**config.mk**
```make
export PLATFORM = sky130hd
export DESIGN_NAME = rbc_result_buf
export DESIGN_NICKNAME = d
export VERILOG_FILES = /design/src/hw/rtl/rbc_pkg.sv /design/src/hw/rtl/rbc_result_buf.sv
export VERILOG_INCLUDE_DIRS = /design/src /design/src/hw/rtl
export SDC_FILE = /design/constraint.sdc
export NUM_CORES = 1
export LEC_CHECK = 0
export BUFFER_PORTS_ARGS = -buffer_cell sky130_fd_sc_hd__buf_2
export CAP_MARGIN = 0
export CORE_UTILIZATION = 45
export CTS_CLUSTER_SIZE = 40
export DETAILED_ROUTE_END_ITERATION = 10
export PLACE_DENSITY = 0.71
export SETUP_SLACK_MARGIN = 0.5
export SLEW_MARGIN = 20
export SYNTH_ARGS = -nofsm -noshare
export SYNTH_HDL_FRONTEND = slang
export SYNTH_SLANG_ARGS = --single-unit
```
**constraint.sdc**
```tcl
create_clock -name clk -period 2.67 [get_ports clk]
set_input_delay 0.4005 -clock clk [delete_from_list [all_inputs] [get_ports clk]]
set_output_delay 0.4005 -clock clk [all_outputs]
set_load 0.01 [all_outputs]
```
**src/hw/rtl/rotor_byte_cipher_unit_macros.svh**
```systemverilog
// Assertion macros shared by the rotor cipher RTL.
`ifndef ROTOR_BYTE_CIPHER_UNIT_MACROS_SVH
`define ROTOR_BYTE_CIPHER_UNIT_MACROS_SVH

// Same-cycle implication, checked outside reset.
`define RBC_ASSERT_IMPL(label, clk, rst, ante, cons) \
  label: assert property (@(posedge clk) disable iff (rst) (ante) |-> (cons)) \
    else $error("rotor cipher check failed");

// Next-cycle implication, checked outside reset.
`define RBC_ASSERT_NEXT(label, clk, rst, ante, cons) \
  label: assert property (@(posedge clk) disable iff (rst) (ante) |=> (cons)) \
    else $error("rotor cipher check failed");

`endif

```
**src/hw/rtl/rbc_pkg.sv**
```systemverilog
`default_nettype none

package rbc_pkg;

  localparam int SYM_W         = 8;
  localparam int ALPHABET_SIZE = 1 << SYM_W;
  localparam int NUM_ROTORS    = 3;
  localparam int SEL_W         = 2;
  localparam int ACT_W         = 2;
  // forward pass through each rotor, reflector, inverse pass through each rotor
  localparam int NUM_LOOKUPS   = 2 * NUM_ROTORS + 1;
  localparam int S_TDATA_W     = 24;
  localparam int M_TDATA_W     = 8;

  typedef enum logic [ACT_W-1:0] {
    ACT_ENCODE     = 2'd0,
    ACT_LOAD_ROTOR = 2'd1,
    ACT_LOAD_REFL  = 2'd2,
    ACT_RESTART    = 2'd3
  } action_t;

  typedef logic [SYM_W-1:0] sym_t;
  typedef sym_t [NUM_ROTORS-1:0] offs_t;

  typedef struct packed {
    action_t           action;
    logic [SEL_W-1:0]  sel;
    sym_t              idx;
    sym_t              val;
    offs_t             offs;
  } item_t;

  typedef struct packed {
    logic step;
    logic clear;
  } offs_ctrl_t;

  typedef struct packed {
    logic valid;
    sym_t cipher;
  } res_t;

endpackage

`default_nettype wire

```
**src/hw/rtl/rbc_result_buf.sv**
```systemverilog
`default_nettype none

module rbc_result_buf (
  input  wire logic                            clk,
  input  wire logic                            rst,
  input  wire logic                            push,
  input  wire rbc_pkg::sym_t                   din,
  output      logic                            space,
  output      logic                            m_tvalid,
  input  wire logic                            m_tready,
  output      logic [rbc_pkg::M_TDATA_W-1:0]   m_tdata
);

  localparam logic [1:0] FULL = 2'd2;

  logic [1:0]    cnt;
  logic [1:0]    cnt_next;
  rbc_pkg::sym_t d0;
  rbc_pkg::sym_t d1;
  logic          pop;

  assign pop      = m_tvalid && m_tready;
  assign m_tvalid = (cnt != 2'd0);
  assign space    = (cnt != FULL);
  assign m_tdata  = d0;

  always_comb begin
    cnt_next = cnt + {1'b0, push} - {1'b0, pop};
  end

  always_ff @(posedge clk) begin
    if (rst) begin
      cnt <= 2'd0;
    end else begin
      cnt <= cnt_next;
    end
  end

  // d0 is the head; d1 holds a second result while the receiver stalls
  always_ff @(posedge clk) begin
    if (push && ((cnt == 2'd0) || ((cnt == 2'd1) && pop))) begin
      d0 <= din;
    end else if (pop && (cnt == FULL)) begin
      d0 <= d1;
    end
    if (push && (cnt == 2'd1) && !pop) begin
      d1 <= din;
    end
  end

`include "rotor_byte_cipher_unit_macros.svh"

  `RBC_ASSERT_IMPL(a_no_overflow, clk, rst, push, cnt != FULL)
  `RBC_ASSERT_NEXT(a_count_grows, clk, rst, push && !pop, cnt == $past(cnt) + 2'd1)

endmodule

`default_nettype wire

```
# [Word level (Yosys, flattened, before mapping)]
# Index checks and enable logic that the tools add are counted.
[word_totals] register_bits=18 output_inout_bits=10 inputBits=12 wordCells=21
[op_classes] add_sub_neg=2 n_eq_ne=3 reduce_logical=11 n_mux=2
[ops] cell="8-bit 2-to-1 mux" count=2
[ops] cell="1-bit logical AND" count=6
[ops] cell="2-bit nonzero test" count=2
[ops] cell="2-bit by 1-bit adder with 2-bit output" count=1
[ops] cell="2-bit by 1-bit == test with 1-bit output (second input constant)" count=1
[ops] cell="2-bit == test (second input constant)" count=1
[ops] cell="2-bit logical NOT" count=1
[ops] cell="2-bit inequality test (second input constant)" count=1
[ops] cell="2-bit by 1-bit subtractor with 2-bit output" count=1
[ops] cell="1-bit logical NOT" count=1
[ops] cell="1-bit logical OR" count=1

# [Depth between registers and ports, before layout]
# Gate-level depths: netlist of the first run.
[depth] depth_word=6 ltp_mapped=6 ltp_nobuf=6

# [Worst setup path after synthesis of the first run]
# Ideal clock, no wire load.
[synth_timing] path_kind="input -> register" start="input m_tready" end="register d1[0] (enable)" setup_slack_ns=1.047 arrival_ns=1.238 path_buffers=0 cell_stages=2 setup_ns=0.385 required_ns=2.285 path_cell_list="nand2b_4 > nor3b_1"
[synth_via] elab_chain_len=3
[synth_rtl] element="start: declaration" line_no="rbc_result_buf.sv:10" rtl="input wire logic m_tready,"
[synth_rtl] element="1-bit logical AND" line_no="rbc_result_buf.sv:22" rtl="assign pop = m_tvalid && m_tready;"
[synth_rtl] element="1-bit logical NOT" line_no="rbc_result_buf.sv:46" rtl="if (push && (cnt == 2'd1) && !pop) begin"
[synth_rtl] element="1-bit logical AND" line_no="rbc_result_buf.sv:46"
[synth_rtl] element="end signal: assignment" line_no="rbc_result_buf.sv:47" rtl="d1 <= din;"
[synth_rtl] element="end: declaration" line_no="rbc_result_buf.sv:19" rtl="rbc_pkg::sym_t d1;"
# No other way between the ends.
# A chain may end at the register's enable or synchronous reset.

# [Final worst setup path of the first run]
[layout_timing] start="register cnt[1]" end="output m_tvalid"
[layout_via] elab_chain_len=1
[layout_rtl] element="start: declaration" line_no="rbc_result_buf.sv:16" rtl="logic [1:0] cnt;"
[layout_rtl] element="start signal: assignment" line_no="rbc_result_buf.sv:35" rtl="cnt <= cnt_next;"
[layout_rtl] element="2-bit nonzero test" line_no="rbc_result_buf.sv:23" rtl="assign m_tvalid = (cnt != 2'd0);"
[layout_rtl] element="end: declaration" line_no="rbc_result_buf.sv:9" rtl="output logic m_tvalid,"
# No other way between the ends.

==> metrics, run 1 <==
outcome finished clean; top post-synthesis cells by count 16 x edfxtp_1, 9 x mux2_2; Post-Syn Nets 54; cts repair resizes 0; pwr dens 594 nW/um^2; crit path DAT 1.05 ns; Die ar. 1780 um^2; fin crit period 1.46 ns; FF+latch count, synth 18; Crit-path slowest cell dfxtp_1; RR Startpoint cnt[0]$_SDFF_PP0_; post-DR vias/cell 5.02; Global Route Usage Sum 12.7%; layout cells sized above 1 56.7%; CP Cell Sequence or2_2 -> buf_2; Residual DRC 0; setup TNS 0 ns; wire per inst 12.2 um; final net count 81; R2R cell count 6; share of the synthesized area in the top cell type 66.1%; clk slew on worst S/H paths 0.09 ns; IO Pins 22; Die Y 42.2 um; Slew HR 72.0%; design area 886 um^2; Hold Crit Class primary input to flop; Tightest Pin Transition 0.420 ns; Worst setup EP type output pin; crit-path max cell delay 0.35 ns; Routability Congestion 0.677; area of placed instances 860 um^2; number of max-cap violations 0; pre-CTS setup slack 1.10 ns; Cell Area, Synth 727 um^2; global-route wire length before repair 1610 um; syn avg cell area 17.7 um^2; Final Max Tran Viols 0; buffers plus inverters on the worst setup path 1; count leader, synth edfxtp_1; worst IR drop on VDD 0.295 mV; Setup crit start kind flop; CTS Sinks 18; hold_sp rst; final setup margin 1.21 ns; yosys warns 0; Cells on Worst Hold Path 2; CP delay by family, top flip-flops; top post-synthesis cells by area edfxtp_1 66%, mux2_2 14%, dfxtp_1 5.5%, nand3b_4 2.8%, nand2b_4 1.9%; RSZ-0062 raised after global routing false; Pwr Total 0.526 mW; Max clock buf depth 2; antenna violations before repair 0; largest net degree at the start of global routing 11; asr flop ratio synth 0%; Fmax achieved 687 MHz; H-tree depth reported by CTS 1; prevailing post-synth register cell edfxtp_1; root buffer cell clkbuf_4; drt total wl 1010 um; grt ovf 0; EDFF count, synth 16; Worst Skew 0.00544 ns; Hold EP cnt[0]$_SDFF_PP0_; register area share after synthesis 71.6%; Routed Antenna Nets 0; endpoints failing hold 0; leakage 0.365 nW; Synth cell types 14; Num CTS Buffers 3; Yosys top cell by area edfxtp_1; minimum setup slack among reg-to-reg paths 1.24 ns; critical path class flop to output pin; die width 42.2 um; via count 417; core box area 1510 um^2; vias in the first global route 382; CTS hold repair buffers 0; Initial Utilization 48.3%; worst-path maximum fanout 5; DRT Pass-1 Iters 4; antenna fix cells 0; synthesized instance count 41; P&R area growth vs syn 21.9%; RR Endpoint cnt[1]$_SDFF_PP0_; floorplan row count 14; # setup viols final 0; worst-skew pair later-pin latency 0.28 ns; 1st-iter DRT viols 7; Crit path required time 2.27 ns; Tcrit/Tclk final 54.5%; number of port buffers 21; CTS tree done; setup bufs post-CTS 0
-- how the worst max path moves through the flow --
stage | from | end | cells after the start
global placement | m_tready | d1[5]$_DFFE_PP_ | 4
CTS | cnt[1]$_SDFF_PP0_ | m_tvalid | 2
detailed placement | m_tready | d1[3]$_DFFE_PP_ | 4
floorplan | m_tready | d1[0]$_DFFE_PP_ | 2
finish | cnt[1]$_SDFF_PP0_ | m_tvalid | 2
global route | cnt[0]$_SDFF_PP0_ | m_tdata[3]$_DFFE_PP_ | 3
-- layout by cell type (no fill, tap or decap), drive strengths merged, types with 2 or more instances in the layout --
cell,synthesis,layout
clkbuf,0,3
or2,2,2
nand2,2,2
edfxtp,16,16
nand2b,2,2
buf,0,22
mux2,9,9
nor2b,2,2
dfxtp,2,2
-- area by class of cell --
type | count | area (um^2)
clock buffer | 3 | 22.5
multi-input combinational | 22 | 203
fill | 127 | 621
timing repair buffer | 22 | 113
clock inverter | 1 | 3.75
tap | 16 | 20.0
inverter | 1 | 3.75
sequential | 18 | 520
-- registers in the layout, indices dropped and copies added, names as in the netlist --
signal and cells:
d1 8, m_tdata 8, cnt 2
-- through the flow --
stage	utilization, %	hold WS (ns)	instances
floorplan	-	0.472	41
global placement	57.1	0.532	79
detailed placement	57.1	0.532	79
CTS	58.8	0.279	83
global route	58.8	0.285	83
finish	58.8	0.294	83
-- logic make-up after synthesis --
logic type	count (synthesis)	synth area share, %
AO/OA/AOI/OAI	1	0.688
AND/OR/NAND/NOR	11	11.5
buffers and inverters	1	0.516
adder cells (fa/ha/maj)	1	1.72
multiplexers	9	13.9
flip-flops	18	71.6
-- power by group --
group	leakage, nW	internal, mW	switching [mW]	total, mW
Clock	0.0154	0.0542	0.0765	0.131
Sequential	0.166	0.326	0.00505	0.331
Combinational	0.183	0.0329	0.0319	0.0648
-- per-layer routing --
layer | up-vias | wire length [um] | GRT usage [%]
met2 | 19 | 477 | 19.4
met5 | - | 0 | 0
li1 | 207 | - | -
met3 | 2 | 55 | 2.59
met4 | 0 | 13 | 9.38
met1 | 189 | 462 | 15.9
No activity file was read; power rests on OpenSTA's default activity.
==> run 2: changes to the inputs <==
Settings changed: ABC_AREA set to 1, CORE_UTILIZATION 45 to 44, PLACE_DENSITY 0.71 to 0.72.
Clock period 2.67 ns to 1.3 ns, I/O delays scaled along.
==> metrics, run 2 <==
Setup crit start kind flop; Final Max Tran Viols 0; Cell Area, Synth 787 um^2; pwr dens 1050 nW/um^2; count leader, synth edfxtp_1; wire per inst 12.0 um; Synth cell types 13; final std cells w/o fill 121; Max clock buf depth 2; post-DR vias/cell 4.40; largest net degree at the start of global routing 11; share of the synthesized area in the top cell type 61.0%; clk slew on worst S/H paths 0.10 ns; H-tree depth reported by CTS 1; CP endpoint m_tdata[0]$_DFFE_PP_; via count 532; layout cells sized above 1 61.9%; setup TNS 0 ns; Routability Congestion 0.772; Residual DRC 0; switching pwr 0.314 mW; outcome finished clean; synthesized instance count 63; crit path DAT 1.15 ns; Crit path required time 1.30 ns; Routed Antenna Nets 0; global-route wire length before repair 2080 um; asr flop ratio synth 0%; RR Startpoint cnt[0]$_SDFF_PP0_; combinational fraction of design power 20.8%; root buffer cell clkbuf_4; Worst Skew 0.00430 ns; final net count 111; register area share after synthesis 66.1%; endpoints failing hold 0; syn avg cell area 12.5 um^2; area of placed instances 961 um^2; EDFF count, synth 16; Die ar. 1960 um^2; most common cell after layout, fill and taps aside buf_2; CTS hold repair buffers 0; P&R area growth vs syn 47.2%; sequential power share 56.5%; CP delay by family, top flip-flops; core box area 1590 um^2; # setup viols final 0; floorplan row count 14; drt total wl 1450 um; R2R cell count 4; Initial Utilization 49.4%; HPWL after DPL 886 um; Global Route Usage Sum 15.0%; leakage 0.521 nW; CP Cell Sequence nand2_4 -> nand3_4 -> buf_12 -> nand2_8; CTS Sinks 18; die width 44.3 um; Cells after DPL 108; sw frac 25.7%; design area 1160 um^2; fin crit period 1.14 ns; DRT Pass-1 Iters 4; worst-skew pair later-pin latency 0.28 ns; top post-synthesis cells by count 16 x edfxtp_1, 13 x nand2_1, 12 x inv_1; top post-synthesis cells by area edfxtp_1 61%, o21ai_2 8.9%, nand2_1 6.2%, inv_1 5.7%, dfxtp_1 5.1%; antenna violations before repair 0; worst IR drop on VDD 0.695 mV; yosys warns 0; antenna fix cells 0; commonest cells after routing, fill and taps aside 21 x buf_2, 16 x edfxtp_1, 11 x inv_1; worst hold slack 0.0596 ns; CP Launch Point cnt[0]$_SDFF_PP0_; Tightest Pin Transition 0.142 ns; number of port buffers 21; Hold Crit Class primary input to flop; worst-path maximum fanout 8; Yosys top cell by area edfxtp_1; Crit path depth 4; Num CTS Buffers 3; number of max-cap violations 0; crit-path max cell delay 0.38 ns; Crit-path slowest cell dfxtp_4; minimum setup slack among reg-to-reg paths 0.16 ns; Clk pwr share 22.7%; grt ovf 0; CTS tree done; Die Y 44.3 um; FF+latch count, synth 18; IO Pins 22; Worst setup EP type flop; RSZ-0062 raised after global routing true; prevailing post-synth register cell edfxtp_1; 1st-iter DRT viols 3; P_int 0.906 mW; Post-Syn Nets 76; Tcrit/Tclk final 87.9%; RR Endpoint m_tdata[0]$_DFFE_PP_; vias in the first global route 507; Slew HR 90.5%; Fmax achieved 875 MHz; buffers plus inverters on the worst setup path 1; critical path class flop to flop
[run 2: cell count changes in the layout (fill, tap and decap cells not counted), sizes merged, moves of 2 or more]
cell    change
nand2b      -2
nor2b       -2
mux2        -9
nand2      +13
nor2        +2
buf         +8
nand3       +3
inv        +12
or2         -2
o21ai       +7
[run 2: repair_timing]
item                                    CTS  global route
buffers inserted                          4             3
hold endpoints to repair                  0             0
endpoints found under the setup margin   36            36
gates cloned                              1             1
pin swaps                                 1             2
resized for setup                         4            10
[run 2: worst min path at each step]
| stage | startpoint | endpoint | slack (ns) | cells after the start |
|---|---|---|---|---|
| 2_1_floorplan | rst | cnt[0]$_SDFF_PP0_ | 0.26 | 1 |
| 3_3_place_gp | rst | cnt[0]$_SDFF_PP0_ | 0.36 | 2 |
| 3_5_place_dp | rst | cnt[0]$_SDFF_PP0_ | 0.36 | 2 |
| 4_1_cts | rst | cnt[0]$_SDFF_PP0_ | 0.04 | 2 |
| 5_1_grt | rst | cnt[0]$_SDFF_PP0_ | 0.04 | 2 |
| 6_report | rst | cnt[0]$_SDFF_PP0_ | 0.06 | 2 |
[run 2: area by class of cell]
cell class	instances	area, um^2
Clock buffer	3	22.5
Clock inverter	1	3.75
Fill cell	111	435
Inverter	13	53.8
Multi-Input combinational cell	31	274
Sequential cell	18	528
Tap cell	24	30.0
Timing Repair Buffer	31	246
[run 2: kinds of logic after synthesis]
group | after synthesis | synth area share [%]
AND/OR/NAND/NOR | 21 | 14.0
buffers and inverters | 14 | 8.74
AO/OA/AOI/OAI | 9 | 9.54
adder cells (fa/ha/maj) | 1 | 1.59
flip-flops | 18 | 66.1
[run 2: stage by stage]
| step | power (mW) | util [%] | setup slack (ns) |
|---|---|---|---|
| floorplan | 0.825 | - | 0.246 |
| global placement | 0.872 | 60.3 | 0.134 |
| detailed placement | 0.879 | 60.3 | 0.111 |
| CTS | 1.20 | 67.0 | 0.182 |
| global route | 1.27 | 72.7 | 0.131 |
| finish | 1.22 | 72.7 | 0.157 |
[run 2: layer usage]
metal  GRT usage [%]  share of wire (%)  routed length [um]
met4            3.64                  0                   0
met2            26.8                 51                 743
met3            4.08                3.7                  53
met1            17.9                 45                 655
met5               0                  0                   0
[run 2: power by group through the flow]
stage | logic [mW] | registers (mW) | clock network [mW]
3_3_place_gp | 0.172 | 0.700 | 0
3_5_place_dp | 0.178 | 0.701 | 0
6_report | 0.254 | 0.689 | 0.277
4_1_cts | 0.220 | 0.688 | 0.288
2_1_floorplan | 0.111 | 0.715 | 0
5_1_grt | 0.277 | 0.693 | 0.302
