**src/hw/rtl/rotor_byte_cipher_unit_macros.svh**
```systemverilog
// Assertion macros shared by the rotor cipher RTL.
`ifndef ROTOR_BYTE_CIPHER_UNIT_MACROS_SVH
`define ROTOR_BYTE_CIPHER_UNIT_MACROS_SVH

// Same-cycle implication, checked outside reset.
`define RBC_ASSERT_IMPL(label, clk, rst, ante, cons) \
  label: assert property (@(posedge clk) disable iff (rst) (ante) |-> (cons)) \
    else $error("rotor cipher check failed");

// Next-cycle implication, checked outside reset.
`define RBC_ASSERT_NEXT(label, clk, rst, ante, cons) \
  label: assert property (@(posedge clk) disable iff (rst) (ante) |=> (cons)) \
    else $error("rotor cipher check failed");

`endif

```
**src/hw/rtl/rbc_pkg.sv**
```systemverilog
`default_nettype none

package rbc_pkg;

  localparam int SYM_W         = 8;
  localparam int ALPHABET_SIZE = 1 << SYM_W;
  localparam int NUM_ROTORS    = 3;
  localparam int SEL_W         = 2;
  localparam int ACT_W         = 2;
  // forward pass through each rotor, reflector, inverse pass through each rotor
  localparam int NUM_LOOKUPS   = 2 * NUM_ROTORS + 1;
  localparam int S_TDATA_W     = 24;
  localparam int M_TDATA_W     = 8;

  typedef enum logic [ACT_W-1:0] {
    ACT_ENCODE     = 2'd0,
    ACT_LOAD_ROTOR = 2'd1,
    ACT_LOAD_REFL  = 2'd2,
    ACT_RESTART    = 2'd3
  } action_t;

  typedef logic [SYM_W-1:0] sym_t;
  typedef sym_t [NUM_ROTORS-1:0] offs_t;

  typedef struct packed {
    action_t           action;
    logic [SEL_W-1:0]  sel;
    sym_t              idx;
    sym_t              val;
    offs_t             offs;
  } item_t;

  typedef struct packed {
    logic step;
    logic clear;
  } offs_ctrl_t;

  typedef struct packed {
    logic valid;
    sym_t cipher;
  } res_t;

endpackage

`default_nettype wire

```
**src/hw/rtl/rbc_offsets.sv**
```systemverilog
`default_nettype none

module rbc_offsets (
  input  wire logic               clk,
  input  wire logic               rst,
  input  wire rbc_pkg::offs_ctrl_t ctrl,
  output      rbc_pkg::offs_t     offs
);

  rbc_pkg::offs_t                offs_next;
  logic [rbc_pkg::NUM_ROTORS:0]  carry;

  // odometer: each rotor steps when every rotor below it wraps
  always_comb begin
    carry[0] = ctrl.step;
    for (int r = 0; r < rbc_pkg::NUM_ROTORS; r++) begin
      offs_next[r] = offs[r] + rbc_pkg::SYM_W'(carry[r]);
      carry[r+1]   = carry[r] && (offs[r] == '1);
    end
    if (ctrl.clear) begin
      offs_next = '0;
    end
  end

  always_ff @(posedge clk) begin
    if (rst) begin
      offs <= '0;
    end else begin
      offs <= offs_next;
    end
  end

`include "rotor_byte_cipher_unit_macros.svh"

  `RBC_ASSERT_NEXT(a_clear_zeroes, clk, rst, ctrl.clear, offs == '0)
  `RBC_ASSERT_NEXT(a_first_steps, clk, rst, ctrl.step && !ctrl.clear,
                   offs[0] == $past(offs[0]) + rbc_pkg::SYM_W'(1))

endmodule

`default_nettype wire

```
**config.mk**
```make
export PLATFORM = sky130hd
export DESIGN_NAME = rbc_offsets
export DESIGN_NICKNAME = d
export VERILOG_FILES = /design/src/hw/rtl/rbc_pkg.sv /design/src/hw/rtl/rbc_offsets.sv
export VERILOG_INCLUDE_DIRS = /design/src /design/src/hw/rtl
export SDC_FILE = /design/constraint.sdc
export NUM_CORES = 1
export LEC_CHECK = 0
export ABC_AREA = 1
export ABC_CLOCK_PERIOD_IN_PS = 2000
export BUFFER_PORTS_ARGS = -buffer_cell sky130_fd_sc_hd__buf_4
export CORE_UTILIZATION = 30
export CTS_BUF_LIST = sky130_fd_sc_hd__clkbuf_2
export DETAILED_ROUTE_END_ITERATION = 8
export PLACE_DENSITY = 0.56
export SKIP_LAST_GASP = 1
export SLEW_MARGIN = 10
export SYNTH_ARGS = -nofsm -noshare
export SYNTH_HDL_FRONTEND = slang
export SYNTH_SLANG_ARGS = --single-unit
```
**constraint.sdc**
```tcl
create_clock -name clk -period 2 [get_ports clk]
set_input_delay 0.3 -clock clk [delete_from_list [all_inputs] [get_ports clk]]
set_output_delay 0.3 -clock clk [all_outputs]
set_load 0.02 [all_outputs]
```
==> Word level (Yosys, flattened, before mapping) <==
Index checks and enable logic that the tools add are counted.
{ "classes": {"addsub": 3, "eq_ne": 2, "reduce_logical": 3} }
{ "op_table": {"columns": ["cell", "n"], "rows": [
  ["8-bit by 1-bit adder with 8-bit output", 3],
  ["8-bit == test (second input constant)", 2],
  ["1-bit logical AND", 2],
  ["2-bit OR reduction", 1]
]} }
{ "word_totals": {"register_bits": 24, "in_bits": 4, "output_inout_bits": 24, "word_cells": 11} }

==> Depth between registers and ports, before layout <==
Gate-level depths: netlist (run 1).
{ "depth": {"word_depth": 4, "mapped_depth": 11, "depth_no_buf": 11} }

==> Worst setup path before layout (run 1) <==
Ideal clock, no wire load.
{ "synth_timing": {"path_kind": "flip-flop to flip-flop", "from": "register offs[4] (netlist name)", "to": "register offs[20] (netlist name)", "setup_time_ps": 119, "arrival_ps": 1557, "required_time_ps": 1881, "setup_slack_ps": 324, "stages_incl_launch_ff": 10, "path_buffers": 0, "synth_period_minus_slack_ps": 1676, "cell_sequence": "dfxtp_1 nand2_1 inv_1 nand4_1 nor2_1 ha_1 ha_1 nand3_1 o21ai_0 a21oi_1"} }
{ "synth_between": {"elab_chain_len": 4} }
{ "synth_rtl": {"columns": ["element", "line_no", "source"], "rows": [
  ["start: declaration", "rbc_offsets.sv:7", "output rbc_pkg::offs_t offs"],
  ["start signal: assignment", "rbc_offsets.sv:29", "offs <= offs_next;"],
  ["8-bit == test", "rbc_offsets.sv:18", "carry[r+1] = carry[r] && (offs[r] == '1);"],
  ["1-bit logical AND (2 in series)", "rbc_offsets.sv:18", null],
  ["8-bit by 1-bit adder with 8-bit output", "rbc_offsets.sv:17", "offs_next[r] = offs[r] + rbc_pkg::SYM_W'(carry[r]);"]
]} }
Every way passes these cells.
A chain may end at the register's enable or synchronous reset.

==> Worst setup path after layout (run 1) <==
{ "layout_timing": {"from": "register offs[5] (netlist name)", "to": "register offs[20] (netlist name)"} }
Same word-level chain as after synthesis.

==> results.cfg, run 1 <==
[grt]
grt_max_degree = 17
first_global_vias = 951
antenna_found_initial = 0
grt_pass1_wl_um = 3981
grtUsageTotal_pct = 12.71
grt_overflow = 0

[routing]
viasPerCell = 4.306
antenna_left = 0
drt-wirelength-per-cell_um = 9.345
vias = 999
drt-pass1-iter-count = 4
drc = 0
drtIter0Drc = 15
postRouteWirelength_um = 2168

[logic_synthesis]
synthCells = 155
synth.avg_cell_area_um2 = 7.152
synth_nets = 165
synth_top_family_by_area = simple AND/OR/NAND/NOR gates
synthMuxAreaShare_pct = 0
synth-compound-area-share_pct = 7.223
synth_area_um2 = 1109
synthXorXnorAreaFrac_pct = 0
ys_seq_area_share_pct = 43.34
synthDistinctLibCells = 17
synthSimpleGateAreaFrac_pct = 34.54
synthAdderAreaFrac_pct = 6.772
ys_ff_latch = 24
synth_warnings = 0

[power_and_ir_drop]
leakage_nw = 0.5829
ir_worst_vdd_mv = 0.2235
power.total_uw = 701.4
p_per_area_nw_per_um2 = 506.9

[clock_tree]
post-cts-setup-buffers = 0
hold_buffers = 0
cts_max_path_buffers = 2
cts_max_level = 1
cts_resized = 0
clkTransAtPathRegs_ns = 0.22
cts_buffers = 3
clock_latency_ns = 0.33
clock_sinks = 24
tritoncts = built
cts_root_buffer = clkbuf_2

[timing]
finalSetupViolCount = 0
hold_violations = 0
fmax_ghz = 0.5819
setup_ws_ns = 0.2814
post-route-min-period_ns = 1.719
slew_violations = 0
fin_crit_sh_pct = 85.93
fin_skew_ns = 0.002735
worst_pin_slew_ns = 0.3923
max-slew-margin-rel_pct = 73.79
rsz0062_at_grt = no
tns_ns = 0

[floorplan]
die_h_um = 62.79
initial_core_util_pct = 32.21
rows = 21
io_pins = 28
design.die.area_um2 = 3943
fp.dieW_um = 62.79
design.core.area_um2 = 3442

[run_status]
status = finished clean

[worst_setup_path]
start_kind = register
reg2reg_from = offs[5]
crit_fanout = 6
critPathSlowestCell = dfxtp_1
cp_slowest_stage_delay_ns = 0.47
cp.required_ns = 2.26
cp_cell_sequence = nand2_1 > nor2_1 > nand4_1 > nor2_1 > ha_1 > ha_1 > nand3_1 > o21ai_0 > a21oi_1
crit_start = offs[5]
setup.worst_path.class = register to register
endpoint_kind = register
worstPathArrival_ns = 1.98

[worst_hold_path]
hp-start = rst
hp-class = primary input to register

[final_layout]
largest_reg_flops = 24
regArea_um2 = 480.5
n_fill_cell = 367
layout.cells.non_filler = 232
nNetsFinal = 197
syn_to_final_growth_pct = 24.83
regMostFlops = offs
multi_input_area_um2 = 538.0
reg.largest.list = offs: 24 flops
final_cell_area_um2 = 1384
antenna_cells = 0
drive_above_1_share_pct = 23.12

[flow_run]
maxCapViolations = 0

[place]
place_ws_ns = 0.2778
numPortBuffers = 27
gp_congestion = 0.7681
hpwl_um = 1688
postPlaceCellArea_um2 = 1365
place_inst = 228
worst max-delay path: cells and delay by family (launching register included):
family	cells	cell delay, ns
AND/OR/NAND/NOR	5	0.53
flip-flops	1	0.47
adder cells (fa/ha/maj)	2	0.42
AO/OA/AOI/OAI	2	0.23
cells in the final DEF, fill, tap and decap left out, drive strengths merged:
cell type,n
nor2,44
nand2,34
buf,28
dfxtp,24
inv,21
a21oi,9
nand3,7
ha,6
o21ai,4
clkbuf,3
nand4,2
o21a,2
nor3,1
clkinv,1
stage by stage:
step	util [%]	hold WS, ns
after floorplan	-	0.4620
after global placement	39.66	0.4787
after detailed placement	39.66	0.4913
after CTS	40.20	0.2230
after global routing	40.20	0.2071
final	40.20	0.2440
metal layers:
layer | GRT usage [%] | vias up | part of all wire [%]
met4 | 6.977 | 0 | 1.3
li1 | - | 544 | -
met1 | 14.40 | 439 | 46
met3 | 1.825 | 2 | 2.5
met2 | 22.69 | 14 | 50
met5 | 0 | - | 0
cell usage after synthesis (all sizes together):
cell type	n	area (um2)
nor2	44	187.7
nand2	34	132.6
dfxtp	24	480.5
inv	21	78.82
a21oi	9	45.04
nand3	7	45.04
ha	6	75.07
o21ai	4	20.02
nand4	2	12.51
o21a	2	15.01
buf	1	11.26
nor3	1	5.000
where the power goes:
group          switching [mW]  total [mW]  internal, mW
Combinational          0.0190      0.0313        0.0123
Sequential            0.00127       0.482         0.481
Clock                   0.144       0.188        0.0435
logic make-up after synthesis:
group,after synthesis
and+or+nand+nor,88
AOI/OAI and AO/OA,15
DFF,24
buffers and inverters,22
adders and majority gates,6
final timing paths:
path	slack (ns)	endpoint	cells after the start
max	0.28	offs[20]	9
max reg2reg	0.28	offs[20]	9
min reg2reg	0.52	offs[20]	2
min	0.24	offs[21]	4
final cells by class:
cell class | count | share of cell area [%]
Multi-Input combinational cell | 109 | 38.88
Clock inverter | 1 | 0.2712
Clock buffer | 3 | 1.085
Inverter | 21 | 5.696
Tap cell | 46 | 4.159
Timing Repair Buffer | 28 | 15.19
Sequential cell | 24 | 34.72
Note: power is estimated with default switching activity, not from simulation.
==> inputs of run 2 (changes only) <==
PLACE_DENSITY = not set   (was 0.56)
PLACE_DENSITY_LB_ADDON = 0.2   (was not set)
==> results.cfg, run 2 (synthesized netlist as in run 1, its figures left out) <==
[run_status]
status = finished clean

[power_and_ir_drop]
power.total_uw = 695.6
leakage_nw = 0.5759
p_per_area_nw_per_um2 = 506.8
ir_worst_vdd_mv = 0.2135

[clock_tree]
cts_resized = 0
clkTransAtPathRegs_ns = 0.22
cts_buffers = 3
cts_max_level = 1
cts_max_path_buffers = 2
post-cts-setup-buffers = 0
tritoncts = built
cts_root_buffer = clkbuf_2
clock_sinks = 24
hold_buffers = 0
clock_latency_ns = 0.34

[grt]
grtUsageTotal_pct = 12.38
grt_max_degree = 17
use_met2_pct = 20.65
grt-busiest-layer = met2
first_global_vias = 919
gr-usage-met1_pct = 15.01
grtUsageMet3_pct = 2.007
antenna_found_initial = 0
grt_pass1_wl_um = 3864
grt_overflow = 0

[worst_setup_path]
endpoint_kind = register
start_kind = register
cp.required_ns = 2.29
worstPathArrival_ns = 2.04
crit_fanout = 6
setup.worst_path.class = register to register

[final_layout]
nNetsFinal = 196
largest_reg_flops = 24
syn_to_final_growth_pct = 23.82
drive_above_1_share_pct = 22.83
antenna_cells = 0
final_cell_mix = 37 x nor2_1, 32 x nand2_1, 27 x buf_4
utilization_pct = 39.88
final_common_cell = nor2_1
reg.largest.list = offs: 24 flops
regMostFlops = offs

[worst_hold_path]
hp-class = primary input to register

[place]
gp_congestion = 0.7044
numPortBuffers = 27
hpwl_um = 1686

[timing]
fin_crit_sh_pct = 87.67
fmax_ghz = 0.5703
finalSetupViolCount = 0
hold_violations = 0
tns_ns = 0
worst_pin_slew_ns = 0.3973
fin_skew_ns = 0.009886
slew_violations = 0
post-route-min-period_ns = 1.753
max-slew-margin-rel_pct = 73.45
rsz0062_at_grt = no

[floorplan]
initial_core_util_pct = 32.21
design.core.area_um2 = 3442
rows = 21
design.die.area_um2 = 3943
die_h_um = 62.79
fp.dieW_um = 62.79
io_pins = 28

[routing]
drc = 0
vias = 1002
drtIter0Drc = 45
postRouteWirelength_um = 2235
drt-pass1-iter-count = 4
viasPerCell = 4.357
drt-wirelength-per-cell_um = 9.717
antenna_left = 0

[flow_run]
maxCapViolations = 0
==> run 2: cell types whose count changed in the layout (fill, tap and decap cells not counted) <==
cell / before / now
buf_4: 28 / 27
clkinv_1: 1 / 0
==> run 2: worst max-delay path: stages, from the launching register on <==
cell and delay, ns:
dfxtp_1 0.48, nand2_1 0.07, nor2_1 0.11, nand4_1 0.12, nor2_1 0.13, ha_1 0.21, ha_1 0.20, nand3_1 0.12
nor2_1 0.11, nor2_1 0.04, nor2_1 0.10
==> run 2: stage by stage <==
step                      hold WS (ns)  std cells  instance area (um2)  setup WS [ns]
after floorplan                 0.4620        155                 1109         0.3236
after global placement          0.4747        227                 1358         0.3418
after detailed placement        0.4889        227                 1358         0.2858
after CTS                       0.2307        230                 1373         0.2237
after global routing            0.2312        230                 1373        0.07736
final                           0.2383        230                 1373         0.2465
==> run 2: cell type report <==
cell class	instances	area (um2)
Clock buffer	3	15.01
Fill cell	368	2069
Inverter	21	78.83
Multi-Input combinational cell	109	538.0
Sequential cell	24	480.5
Tap cell	46	57.56
Timing Repair Buffer	27	202.7
==> run 2: power by group <==
part	switching, mW	internal, mW	total (mW)
Sequential	0.00130	0.481	0.482
Combinational	0.0193	0.0124	0.0316
Clock	0.141	0.0408	0.182
Total	0.162	0.534	0.696
==> run 2: metal layers <==
metal  part of all wire, %  vias to the layer above
met5                     0                        -
met1                    49                      444
li1                      -                      536
met3                   3.2                        4
met2                    46                       18
met4                   1.7                        0
==> run 2: final timing paths <==
kind         startpoint       end  slack, ns  depth (start not counted)
max             offs[5]  offs[22]       0.25                         10
min                 rst  offs[21]       0.24                          4
max reg2reg     offs[5]  offs[22]       0.25                         10
min reg2reg    offs[20]  offs[20]       0.51                          2
==> inputs of run 3 (changes only) <==
RECOVER_POWER = 100   (was not set)
==> results.cfg, run 3 (synthesized netlist as in run 1, its figures left out) <==
[run_status]
status = finished clean

[timing]
whs_ns = 0.2432
worst_pin_slew_ns = 0.3978
hold_violations = 0
rsz0062_at_grt = no
post-route-min-period_ns = 1.723
fmax_ghz = 0.5805
fin_crit_sh_pct = 86.14
fin_skew_ns = 0.01015
finalSetupViolCount = 0
tns_ns = 0
slew_violations = 0
max-slew-margin-rel_pct = 73.42
setup_ws_ns = 0.2773

[worst_setup_path]
rr_worst_depth = 10
setup.worst_path.class = register to register
crit_fanout = 6
reg2reg_from = offs[5]
endpoint_kind = register
reg2reg_slack_ns = 0.28
rr_endpoint = offs[22]
start_kind = register
cp.required_ns = 2.28
worstPathArrival_ns = 2.00

[clock_tree]
clock_latency_ns = 0.33
hold_buffers = 0
tritoncts = built
cts_root_buffer = clkbuf_2
post-cts-setup-buffers = 0
cts_resized = 0
cts_buffers = 3
cts_max_level = 1
clock_sinks = 24
clkTransAtPathRegs_ns = 0.22
cts_max_path_buffers = 2

[final_layout]
largest_reg_flops = 24
drive_above_1_share_pct = 5.978
n_fill_cell = 398
regArea_um2 = 480.5
final_cell_mix = 41 x nor2_1, 33 x nand2_1, 24 x dfxtp_1, 24 x clkbuf_1, 20 x inv_1
syn_to_final_growth_pct = 13.66
regMostFlops = offs
nNetsFinal = 196
multi_input_area_um2 = 515.5
reg.largest.list = offs: 24 flops
antenna_cells = 0
final_common_cell = nor2_1
final_cell_area_um2 = 1260

[place]
hpwl_um = 1686
postPlaceCellArea_um2 = 1358
gp_congestion = 0.7044
place_ws_ns = 0.2858
numPortBuffers = 27

[grt]
first_global_vias = 919
grtUsageTotal_pct = 12.38
grt_overflow = 0
grt_pass1_wl_um = 3864
antenna_found_initial = 0
grt_max_degree = 17

[routing]
vias = 995
drc = 0
drt-pass1-iter-count = 4
postRouteWirelength_um = 2253
drtIter0Drc = 45
antenna_left = 0
viasPerCell = 4.326
drt-wirelength-per-cell_um = 9.796

[power_and_ir_drop]
p_per_area_nw_per_um2 = 549.8
ir_worst_vdd_mv = 0.2178
leakage_nw = 0.4725

[floorplan]
design.core.area_um2 = 3442
io_pins = 28
rows = 21
die_h_um = 62.79
initial_core_util_pct = 32.21
design.die.area_um2 = 3943
fp.dieW_um = 62.79

[flow_run]
maxCapViolations = 0

[worst_hold_path]
hp-class = primary input to register
hold_depth = 4
hp-start = rst
min_to = offs[21]
## run 3: cell types whose count changed in the layout (fill, tap and decap cells not counted)
| cell | delta |
|---|---|
| buf_4 | -24 |
| clkbuf_1 | +24 |
| nand2_1 | +1 |
| nand2_2 | -1 |
| nand3_1 | +2 |
| nand3_2 | -2 |
| nor2_1 | +4 |
| nor2_2 | -4 |
## run 3: through the flow
step | total power [mW] | util [%] | std cells
after floorplan | 0.5124 | - | 155
after global placement | 0.5227 | 39.44 | 227
after detailed placement | 0.5234 | 39.44 | 227
after CTS | 0.7045 | 39.88 | 230
after global routing | 0.7244 | 36.60 | 230
final | 0.6927 | 36.60 | 230
## run 3: how the worst max path moves through the flow
stage | from | end | slack [ns] | cells after the start
final | offs[5] | offs[22] | 0.28 | 10
after CTS | offs[5] | offs[22] | 0.22 | 10
after floorplan | offs[4] | offs[20] | 0.32 | 9
after global placement | offs[5] | offs[20] | 0.34 | 9
after global routing | offs[5] | offs[14] | 0.09 | 11
after detailed placement | offs[5] | offs[20] | 0.29 | 9
## run 3: cell type report
type / instances / share of cell area [%]
Clock buffer: 3 / 1.192
Inverter: 21 / 6.256
Multi-Input combinational cell: 109 / 40.91
Sequential cell: 24 / 38.13
Tap cell: 46 / 4.568
Timing Repair Buffer: 27 / 8.937
## run 3: report_power, final
| part | total [mW] | switching [mW] | internal [mW] |
|---|---|---|---|
| logic | 0.0305 | 0.0193 | 0.0112 |
| registers | 0.482 | 0.00127 | 0.481 |
| clock network | 0.180 | 0.139 | 0.0408 |
| total | 0.693 | 0.160 | 0.533 |
## run 3: per-layer routing
metal  vias to the layer above  track usage, %  wire length (um)
li1                        539               -                 -
met2                        18           20.65              1023
met3                         4           2.007                59
met4                         0           6.977                37
met1                       434           15.01              1132
met5                         -               0                 0
## run 3: critical path, stage by stage (launching register included)
cell and delay [ns]:
dfxtp_1 0.48, nand2_1 0.07, nor2_1 0.11, nand4_1 0.12, nor2_1 0.13, ha_1 0.20, ha_1 0.20, nand3_1 0.12
nor2_1 0.11, nor2_1 0.04, nor2_1 0.10
